===== config.mk =====
export PLATFORM = sky130hd
export DESIGN_NAME = format_spec_option_parser_unit
export DESIGN_NICKNAME = d
export VERILOG_FILES = /design/src/sv/fosp_pkg.sv /design/src/sv/fosp_accum.sv /design/src/sv/fosp_decode.sv /design/src/sv/format_spec_option_parser_unit.sv
export SDC_FILE = /design/constraint.sdc
export NUM_CORES = 1
export LEC_CHECK = 0
export ABC_AREA = 0
export ABC_CLOCK_PERIOD_IN_PS = 8100
export BUFFER_PORTS_ARGS = -buffer_cell sky130_fd_sc_hd__buf_2
export CORE_MARGIN = 2
export CORE_UTILIZATION = 45
export CTS_CLUSTER_SIZE = 14
export DETAILED_ROUTE_END_ITERATION = 10
export HOLD_SLACK_MARGIN = 0.02
export MAX_ROUTING_LAYER = met4
export PLACE_DENSITY = 0.66
export SLEW_MARGIN = 20
export SYNTH_ARGS = -nofsm -noshare
export SYNTH_HDL_FRONTEND = slang
export SYNTH_SLANG_ARGS = --single-unit

===== constraint.sdc =====
create_clock -name clk -period 8.1 [get_ports clk]
set_clock_uncertainty 0.2 [all_clocks]
set_input_delay 0.81 -clock clk [delete_from_list [all_inputs] [get_ports clk]]
set_output_delay 0.81 -clock clk [all_outputs]
set_load 0.03 [all_outputs]

===== src/sv/fosp_pkg.sv =====
// ----------------------------------------------------------------------------
// fosp_pkg
// Shared types and character codes for the format spec option parser.
// ----------------------------------------------------------------------------
package fosp_pkg;

    // Parser phases.
    localparam logic [2:0] PH_FLAGS   = 3'd0;
    localparam logic [2:0] PH_WDIG    = 3'd1;
    localparam logic [2:0] PH_AFTER_W = 3'd2;
    localparam logic [2:0] PH_PSTART  = 3'd3;
    localparam logic [2:0] PH_PDIG    = 3'd4;
    localparam logic [2:0] PH_DONE    = 3'd7;

    // Characters of the spec grammar.
    localparam logic [7:0] CH_MINUS = 8'h2D;
    localparam logic [7:0] CH_PLUS  = 8'h2B;
    localparam logic [7:0] CH_SPACE = 8'h20;
    localparam logic [7:0] CH_HASH  = 8'h23;
    localparam logic [7:0] CH_ZERO  = 8'h30;
    localparam logic [7:0] CH_NINE  = 8'h39;
    localparam logic [7:0] CH_STAR  = 8'h2A;
    localparam logic [7:0] CH_DOT   = 8'h2E;

    localparam int unsigned RADIX = 10;

    localparam int unsigned FIELD_BITS = 16;

    typedef struct packed {
        logic zero;
        logic hash;
        logic space;
        logic plus;
        logic minus;
    } flags_t;

    typedef struct packed {
        logic [7:0]         ch;
        logic signed [31:0] star_argument;
        logic               start_req;
    } in_t;

    typedef struct packed {
        logic                  consumed;
        logic                  done_res;
        logic                  minus_flag;
        logic                  plus_flag;
        logic                  space_flag;
        logic                  hash_flag;
        logic                  zero_flag;
        logic [FIELD_BITS-1:0] width;
        logic                  width_given;
        logic [FIELD_BITS-1:0] precision;
        logic                  precision_given;
        logic                  formatting_required;
    } out_t;

endpackage


===== src/sv/fosp_accum.sv =====
// ----------------------------------------------------------------------------
// fosp_accum
// Decimal accumulate step: acc * 10 + digit, saturated at the value maximum.
// ----------------------------------------------------------------------------
module fosp_accum #(
    parameter int VALUE_BITS = 16
) (
    input  logic [VALUE_BITS-1:0] acc,
    input  logic [3:0]            digit,
    output logic [VALUE_BITS-1:0] result
);
    import fosp_pkg::*;

    logic [VALUE_BITS+3:0] acc_ext;
    logic [VALUE_BITS+3:0] sum;

    // The product by ten is built from two shifts; the sum always fits in
    // four extra bits, so any bit above the value width means overflow.
    assign acc_ext = {4'b0000, acc};
    assign sum = (acc_ext << 3) + (acc_ext << 1) + {{VALUE_BITS{1'b0}}, digit};

    always_comb
    begin
        if (sum[VALUE_BITS+3:VALUE_BITS] != 4'b0000)
        begin
            result = {VALUE_BITS{1'b1}};
        end
        else
        begin
            result = sum[VALUE_BITS-1:0];
        end
    end

endmodule


===== src/sv/fosp_decode.sv =====
// ----------------------------------------------------------------------------
// fosp_decode
// One character step of the option grammar: next parser state and result.
// ----------------------------------------------------------------------------
module fosp_decode #(
    parameter int VALUE_BITS = 16
) (
    input  fosp_pkg::in_t          item,
    input  logic [2:0]             phase,
    input  fosp_pkg::flags_t       flags,
    input  logic [VALUE_BITS-1:0]  width_value,
    input  logic                   width_seen,
    input  logic [VALUE_BITS-1:0]  prec_value,
    input  logic                   prec_seen,
    input  logic                   prec_negative,
    output logic [2:0]             phase_next,
    output fosp_pkg::flags_t       flags_next,
    output logic [VALUE_BITS-1:0]  width_value_next,
    output logic                   width_seen_next,
    output logic [VALUE_BITS-1:0]  prec_value_next,
    output logic                   prec_seen_next,
    output logic                   prec_negative_next,
    output fosp_pkg::out_t         result
);
    import fosp_pkg::*;

    localparam logic [31:0] VALUE_MAX32 = 32'((64'd1 << VALUE_BITS) - 64'd1);

    logic [2:0]            e_phase;
    flags_t                e_flags;
    logic [VALUE_BITS-1:0] e_width;
    logic                  e_wseen;
    logic [VALUE_BITS-1:0] e_prec;
    logic                  e_pseen;
    logic                  e_pneg;

    logic                  is_digit;
    logic                  arg_negative;
    logic [31:0]           arg_mag;
    logic [VALUE_BITS-1:0] mag_sat;
    logic [VALUE_BITS-1:0] arg_sat;
    logic [VALUE_BITS-1:0] acc_in;
    logic [VALUE_BITS-1:0] acc_out;
    logic                  consumed;
    logic                  to_after;
    logic                  pgiven;
    logic [VALUE_BITS+FIELD_BITS-1:0] width_ext;
    logic [VALUE_BITS+FIELD_BITS-1:0] prec_ext;

    // A start mark restores the defaults before the character is looked at.
    always_comb
    begin
        if (item.start_req)
        begin
            e_phase = PH_FLAGS;
            e_flags = '0;
            e_width = '0;
            e_wseen = 1'b0;
            e_prec  = '0;
            e_pseen = 1'b0;
            e_pneg  = 1'b0;
        end
        else
        begin
            e_phase = phase;
            e_flags = flags;
            e_width = width_value;
            e_wseen = width_seen;
            e_prec  = prec_value;
            e_pseen = prec_seen;
            e_pneg  = prec_negative;
        end
    end

    assign is_digit = item.ch inside {[CH_ZERO:CH_NINE]};

    // The magnitude of the most negative argument is 2^31, which still fits
    // in 32 unsigned bits.
    assign arg_negative = item.star_argument[31];
    assign arg_mag = arg_negative ? (~item.star_argument + 32'd1) : item.star_argument;
    assign mag_sat = (arg_mag > VALUE_MAX32) ? {VALUE_BITS{1'b1}} : arg_mag[VALUE_BITS-1:0];
    assign arg_sat = mag_sat;

    always_comb
    begin
        case (e_phase)
            PH_WDIG: acc_in = e_width;
            PH_PDIG: acc_in = e_prec;
            default: acc_in = '0;
        endcase
    end

    fosp_accum #(
        .VALUE_BITS(VALUE_BITS)
    ) u_accum (
        .acc    (acc_in),
        .digit  (item.ch[3:0]),
        .result (acc_out)
    );

    always_comb
    begin
        phase_next         = e_phase;
        flags_next         = e_flags;
        width_value_next   = e_width;
        width_seen_next    = e_wseen;
        prec_value_next    = e_prec;
        prec_seen_next     = e_pseen;
        prec_negative_next = e_pneg;
        consumed           = 1'b0;
        to_after           = 1'b0;

        case (e_phase)
            PH_FLAGS:
            begin
                consumed = 1'b1;
                case (item.ch)
                    CH_MINUS: flags_next.minus = 1'b1;
                    CH_PLUS:  flags_next.plus  = 1'b1;
                    CH_SPACE: flags_next.space = 1'b1;
                    CH_HASH:  flags_next.hash  = 1'b1;
                    CH_ZERO:  flags_next.zero  = 1'b1;
                    CH_STAR:
                    begin
                        width_value_next = arg_sat;
                        width_seen_next  = 1'b1;
                        phase_next       = PH_AFTER_W;
                        if (arg_negative)
                        begin
                            flags_next.minus = 1'b1;
                        end
                    end
                    default:
                    begin
                        if (is_digit)
                        begin
                            width_value_next = acc_out;
                            width_seen_next  = 1'b1;
                            phase_next       = PH_WDIG;
                        end
                        else
                        begin
                            consumed = 1'b0;
                            to_after = 1'b1;
                        end
                    end
                endcase
            end
            PH_WDIG:
            begin
                if (is_digit)
                begin
                    width_value_next = acc_out;
                    consumed         = 1'b1;
                end
                else
                begin
                    to_after = 1'b1;
                end
            end
            PH_AFTER_W:
            begin
                to_after = 1'b1;
            end
            PH_PSTART:
            begin
                consumed = 1'b1;
                if (item.ch == CH_STAR)
                begin
                    prec_value_next    = arg_negative ? '0 : arg_sat;
                    prec_seen_next     = ~arg_negative;
                    prec_negative_next = 1'b0;
                    phase_next         = PH_DONE;
                end
                else if (item.ch == CH_MINUS)
                begin
                    prec_negative_next = 1'b1;
                    phase_next         = PH_PDIG;
                end
                else if (is_digit)
                begin
                    prec_value_next = acc_out;
                    phase_next      = PH_PDIG;
                end
                else
                begin
                    consumed   = 1'b0;
                    phase_next = PH_DONE;
                end
            end
            PH_PDIG:
            begin
                if (is_digit)
                begin
                    prec_value_next = acc_out;
                    consumed        = 1'b1;
                end
                else
                begin
                    phase_next = PH_DONE;
                end
            end
            default:
            begin
                phase_next = PH_DONE;
            end
        endcase

        // Anything that does not continue the flags or the width digits is
        // looked at as the optional dot.
        if (to_after)
        begin
            if (item.ch == CH_DOT)
            begin
                prec_value_next    = '0;
                prec_seen_next     = 1'b1;
                prec_negative_next = 1'b0;
                phase_next         = PH_PSTART;
                consumed           = 1'b1;
            end
            else
            begin
                phase_next = PH_DONE;
            end
        end
    end

    // A minus sign only cancels the precision once a nonzero digit follows.
    assign pgiven = prec_seen_next && !(prec_negative_next && (prec_value_next != '0));

    assign width_ext = {{FIELD_BITS{1'b0}}, width_value_next};
    assign prec_ext  = {{FIELD_BITS{1'b0}}, prec_value_next};

    always_comb
    begin
        result.consumed            = consumed;
        result.done_res            = ~consumed;
        result.minus_flag          = flags_next.minus;
        result.plus_flag           = flags_next.plus;
        result.space_flag          = flags_next.space;
        result.hash_flag           = flags_next.hash;
        result.zero_flag           = flags_next.zero;
        result.width               = width_seen_next ? width_ext[FIELD_BITS-1:0] : '0;
        result.width_given         = width_seen_next;
        result.precision           = pgiven ? prec_ext[FIELD_BITS-1:0] : '0;
        result.precision_given     = pgiven;
        result.formatting_required = (flags_next != '0) || width_seen_next || pgiven;
    end

endmodule


===== src/sv/format_spec_option_parser_unit.sv =====
// ----------------------------------------------------------------------------
// format_spec_option_parser_unit
// Character-at-a-time parser of printf flags, width and precision.
// ----------------------------------------------------------------------------
// Channel   Direction  Handshake               Payload
// in        input      in_valid / in_ready     fosp_pkg::in_t  (ch, argument, start)
// out       output     out_valid / out_ready   fosp_pkg::out_t (status and options)
//
// Each item passes the input register, where the decode and the
// multiply-by-ten accumulate run, and then the result register. One item
// is taken in every cycle while the output does not stall; the parser
// state is written as an item moves to the result register.
// Reset puts the parser in the flags phase with all options at defaults.
// A stall on the output holds both registers; the input stays ready while
// the input register is empty.
// ----------------------------------------------------------------------------
module format_spec_option_parser_unit #(
    parameter int VALUE_BITS = 16
) (
    input  logic            clk,
    input  logic            rst_n,
    input  logic            in_valid,
    output logic            in_ready,
    input  fosp_pkg::in_t   in_data,
    output logic            out_valid,
    input  logic            out_ready,
    output fosp_pkg::out_t  out_data
);
    import fosp_pkg::*;

    logic                  in_valid_reg;
    in_t                   in_data_reg;
    logic                  out_valid_reg;
    out_t                  out_data_reg;

    logic [2:0]            phase_reg;
    flags_t                flags_reg;
    logic [VALUE_BITS-1:0] width_value_reg;
    logic                  width_seen_reg;
    logic [VALUE_BITS-1:0] prec_value_reg;
    logic                  prec_seen_reg;
    logic                  prec_negative_reg;

    logic [2:0]            phase_next;
    flags_t                flags_next;
    logic [VALUE_BITS-1:0] width_value_next;
    logic                  width_seen_next;
    logic [VALUE_BITS-1:0] prec_value_next;
    logic                  prec_seen_next;
    logic                  prec_negative_next;
    out_t                  result;

    logic                  advance;

    assign advance  = in_valid_reg && (!out_valid_reg || out_ready);
    assign in_ready = !in_valid_reg || advance;

    fosp_decode #(
        .VALUE_BITS(VALUE_BITS)
    ) u_decode (
        .item               (in_data_reg),
        .phase              (phase_reg),
        .flags              (flags_reg),
        .width_value        (width_value_reg),
        .width_seen         (width_seen_reg),
        .prec_value         (prec_value_reg),
        .prec_seen          (prec_seen_reg),
        .prec_negative      (prec_negative_reg),
        .phase_next         (phase_next),
        .flags_next         (flags_next),
        .width_value_next   (width_value_next),
        .width_seen_next    (width_seen_next),
        .prec_value_next    (prec_value_next),
        .prec_seen_next     (prec_seen_next),
        .prec_negative_next (prec_negative_next),
        .result             (result)
    );

    always_ff @(posedge clk or negedge rst_n)
    begin
        if (!rst_n)
        begin
            in_valid_reg      <= 1'b0;
            out_valid_reg     <= 1'b0;
            phase_reg         <= PH_FLAGS;
            flags_reg         <= '0;
            width_value_reg   <= '0;
            width_seen_reg    <= 1'b0;
            prec_value_reg    <= '0;
            prec_seen_reg     <= 1'b0;
            prec_negative_reg <= 1'b0;
        end
        else
        begin
            if (in_ready)
            begin
                in_valid_reg <= in_valid;
            end
            if (advance)
            begin
                out_valid_reg     <= 1'b1;
                phase_reg         <= phase_next;
                flags_reg         <= flags_next;
                width_value_reg   <= width_value_next;
                width_seen_reg    <= width_seen_next;
                prec_value_reg    <= prec_value_next;
                prec_seen_reg     <= prec_seen_next;
                prec_negative_reg <= prec_negative_next;
            end
            else if (out_ready)
            begin
                out_valid_reg <= 1'b0;
            end
        end
    end

    always_ff @(posedge clk)
    begin
        if (in_ready && in_valid)
        begin
            in_data_reg <= in_data;
        end
        if (advance)
        begin
            out_data_reg <= result;
        end
    end

    assign out_valid = out_valid_reg;
    assign out_data  = out_data_reg;

endmodule


==> results.tsv <==
stage	metric	value	unit
route	drtIter0Drc	770	
setup_path	path_buf_inv	5	
grt	track_usage	27.8	%
flow_run	max_cap_violations	0	
floorplan	initial_core_util	46.2	%
grt	overflow	0	
floorplan	io_pins	89	
finish	final_cell_mix	nand2_1 (90), buf_2 (87), nor2_1 (84)	
timing	fin_setup_tns	0	ps
cts	h-tree-depth	4	
logic_synthesis	ys_types	74	
route	via_count	7617	
logic_synthesis	synthTopCellsByArea	edfxtp_1 (30%), dfrtp_1 (13%), ha_1 (4.8%)	
floorplan	rows	49	
setup_path	max_stage_delay	640	ps
logic_synthesis	synth_area	8350	sq um
timing	finalCritPeriodShare	79.8	%
logic_synthesis	ys.flop_type	edfxtp_1	
timing	fmax	155	MHz
setup_path	crit_fanout	13	
setup_path	r2r-end	out_data[0]$_DFFE_PP_	
setup_path	reg2reg_slack	1640	ps
timing	slew_viol_final	0	
timing	slew_headroom	22.2	%
finish	final_core_util	53.3	%
cts	clock_latency	430	ps
cts	cts.sinks	128	
floorplan	core-area	18100	sq um
floorplan	chipHeight	140	um
cts	cts_resized	0	
hold_path	hold_path.class	in -> async	
timing	period_minus_slack	6460	ps
cts	clk_pin_slew	60	ps
route	dr.max_layer_used	met4	
route	met1_length	11800	um
setup_path	crit_family	compound AO/OA/AOI/OAI gates	
timing	finalSetupViolCount	0	
placement	dp_hpwl	19600	um
grt	grt_start_max_net_pins	59	
finish	largest_register_ffs	42	
power	pwr_density_cell	193	nW/um^2
route	wl	26500	um
placement	gp_congestion	1.02	
setup_path	rr_startpoint	in_data_reg[0]$_DFFE_PP_	
route	drt_pass1_iterations	5	
logic_synthesis	netlist_instances	910	
cts	root_buffer	clkbuf_16	
timing	worstMarginPinSlew	1160	ps
logic_synthesis	async_flop_share	35.2	%
setup_path	path_class	reg -> reg	
setup_path	r2r_cells	21	
grt	grt_pass1_vias	6947	
grt	grt_pass1_wl	40400	um
setup_path	crit_top_cell	o21ai_0	
logic_synthesis	synth.top_cell.area_share	29.8	%
setup_path	worstPathRequired	8170	ps
floorplan	die_area	19700	sq um
logic_synthesis	yosysSeqAreaShare	43.3	%
logic_synthesis	synth_edf_count	83	
logic_synthesis	postSynthAreaPerCell	9.18	sq um
finish	final_common_cell	nand2_1	
logic_synthesis	yosysWarnings	0	
setup_path	cp.arrival	6530	ps
route	wl_met2	11500	um
setup_path	path_cells	clkinv_1 -> buf_4 -> nand2_1 -> nor3_1 -> buf_4 -> nand2_1 -> o21ai_0 -> inv_1 -> fa_1 -> inv_1 -> ha_1 -> a211oi_1 -> o21ai_0 -> a221oi_1 -> xor2_1 -> o21ai_0 -> nor3_1 -> a311oi_1 -> a2111oi_0 -> nand4_1 -> o211ai_1	
cts	clk_path_buf_depth	2	
logic_synthesis	synth.ff_latch_count	128	
route	drc	0	
floorplan	die_w	140	um
route	post_drt_wl_per_cell	21.8	um
finish	drive_gt1_share	16.3	%
route	antenna_left	0	
setup_path	cp-start-kind	register	
setup_path	cp-end-kind	register	
setup_path	startpoint	in_data_reg[0]$_DFFE_PP_	
grt	antenna_found_initial	0	
route	met3_wirelength	2290	um
setup_path	cp_slowest_cell	nor3_1	
outcome	outcome	completed	
cts	cts_tree	done	
power	vdd_ir_drop_max	0.146	mV
finish	areaGrowthSynthToFinish	15.4	%
cts	cts_setup_buffers	0	
route	viasPerCell	6.24	
timing	rsz0062_at_grt	false	
finish	fin_nets	1057	
power	leakage	3.76	nW
timing	hold_viol_final	0	
logic_synthesis	synth_nets	989	
cts	hold_buffers	0	
finish	diodes	0	
cts	cts_made_buffers	17	
placement	portBuffers	88	
logic_synthesis	yosys.area.top_type	edfxtp_1	
==> cells in the mapped netlist (7+ instances only) <==
cell / count
o21ai_0: 79
nor3_1: 24
o41ai_1: 7
and2_1: 9
o31ai_1: 10
o21a_1: 17
a221o_1: 8
nand3_1: 19
inv_1: 34
clkbuf_1: 55
o22ai_1: 8
a211oi_1: 8
nand2_1: 90
edfxtp_1: 83
nor2b_1: 14
nor4_1: 26
o211ai_1: 15
a21oi_1: 51
nand2b_1: 9
nor2_1: 84
a22o_1: 12
mux2_2: 8
o21ai_1: 9
and3_1: 9
dfrtp_1: 45
nand4_1: 8
xnor2_1: 24
ha_1: 32
==> cell type report <==
type	count	area [sq um]
Clock inverter	14	179
Sequential cell	128	3620
Tap cell	229	287
Timing Repair Buffer	108	613
Fill cell	1670	8450
Inverter	35	131
Multi-Input combinational cell	688	4380
Clock buffer	18	429
==> cells by family (layout without fill, tap and decap cells) <==
family / Yosys count / in the layout / synth area share, %
AND/OR/NAND/NOR: 323 / 323 / 19.0
AO/OA/AOI/OAI: 294 / 294 / 23.9
flip-flops: 128 / 128 / 43.3
buffers and inverters: 94 / 175 / 4.42
adder cells (fa/ha/maj): 34 / 34 / 5.27
XOR/XNOR: 27 / 27 / 2.83
multiplexers: 10 / 10 / 1.32
==> power by group <==
part | internal, W | total (W) | leakage (nW) | switching (W)
clock network | 0.000490 | 0.000806 | 0.295 | 0.000317
registers | 0.000750 | 0.000806 | 1.42 | 0.0000559
logic | 0.0000817 | 0.000243 | 2.04 | 0.000162
total | 0.00132 | 0.00186 | 3.76 | 0.000534
==> worst max-delay path by stage <==
stage | slack (ps) | depth (start not counted) | end
after floorplan | 2490 | 22 | out_data[0]$_DFFE_PP_
after global placement | 1880 | 21 | out_data[22]$_SDFFCE_PN0P_
after detailed placement | 1750 | 21 | out_data[22]$_SDFFCE_PN0P_
after CTS | 1720 | 21 | out_data[22]$_SDFFCE_PN0P_
after global routing | 1090 | 21 | out_data[22]$_SDFFCE_PN0P_
final | 1640 | 21 | out_data[0]$_DFFE_PP_
==> stage by stage <==
stage / std cells / total power (W) / worst slack (ps) / hold WS (ps) / cell area (sq um)
after detailed placement: 1187 / 0.00106 / 1750 / 265 / 9000
after floorplan: 910 / 0.000969 / 2490 / 242 / 8350
after CTS: 1219 / 0.00186 / 1720 / 278 / 9610
after global placement: 1187 / 0.00105 / 1880 / 256 / 9000
final: 1220 / 0.00186 / 1640 / 190 / 9640
after global routing: 1220 / 0.00192 / 1090 / 235 / 9640
==> per-layer routing <==
layer / global-route usage [%] / vias up
li1: - / 3598
met1: 38.5 / 3603
met2: 39.3 / 365
met3: 6.60 / 51
met4: 11.1 / 0
met5: - / -
Note: power is estimated with default switching activity, not from simulation.
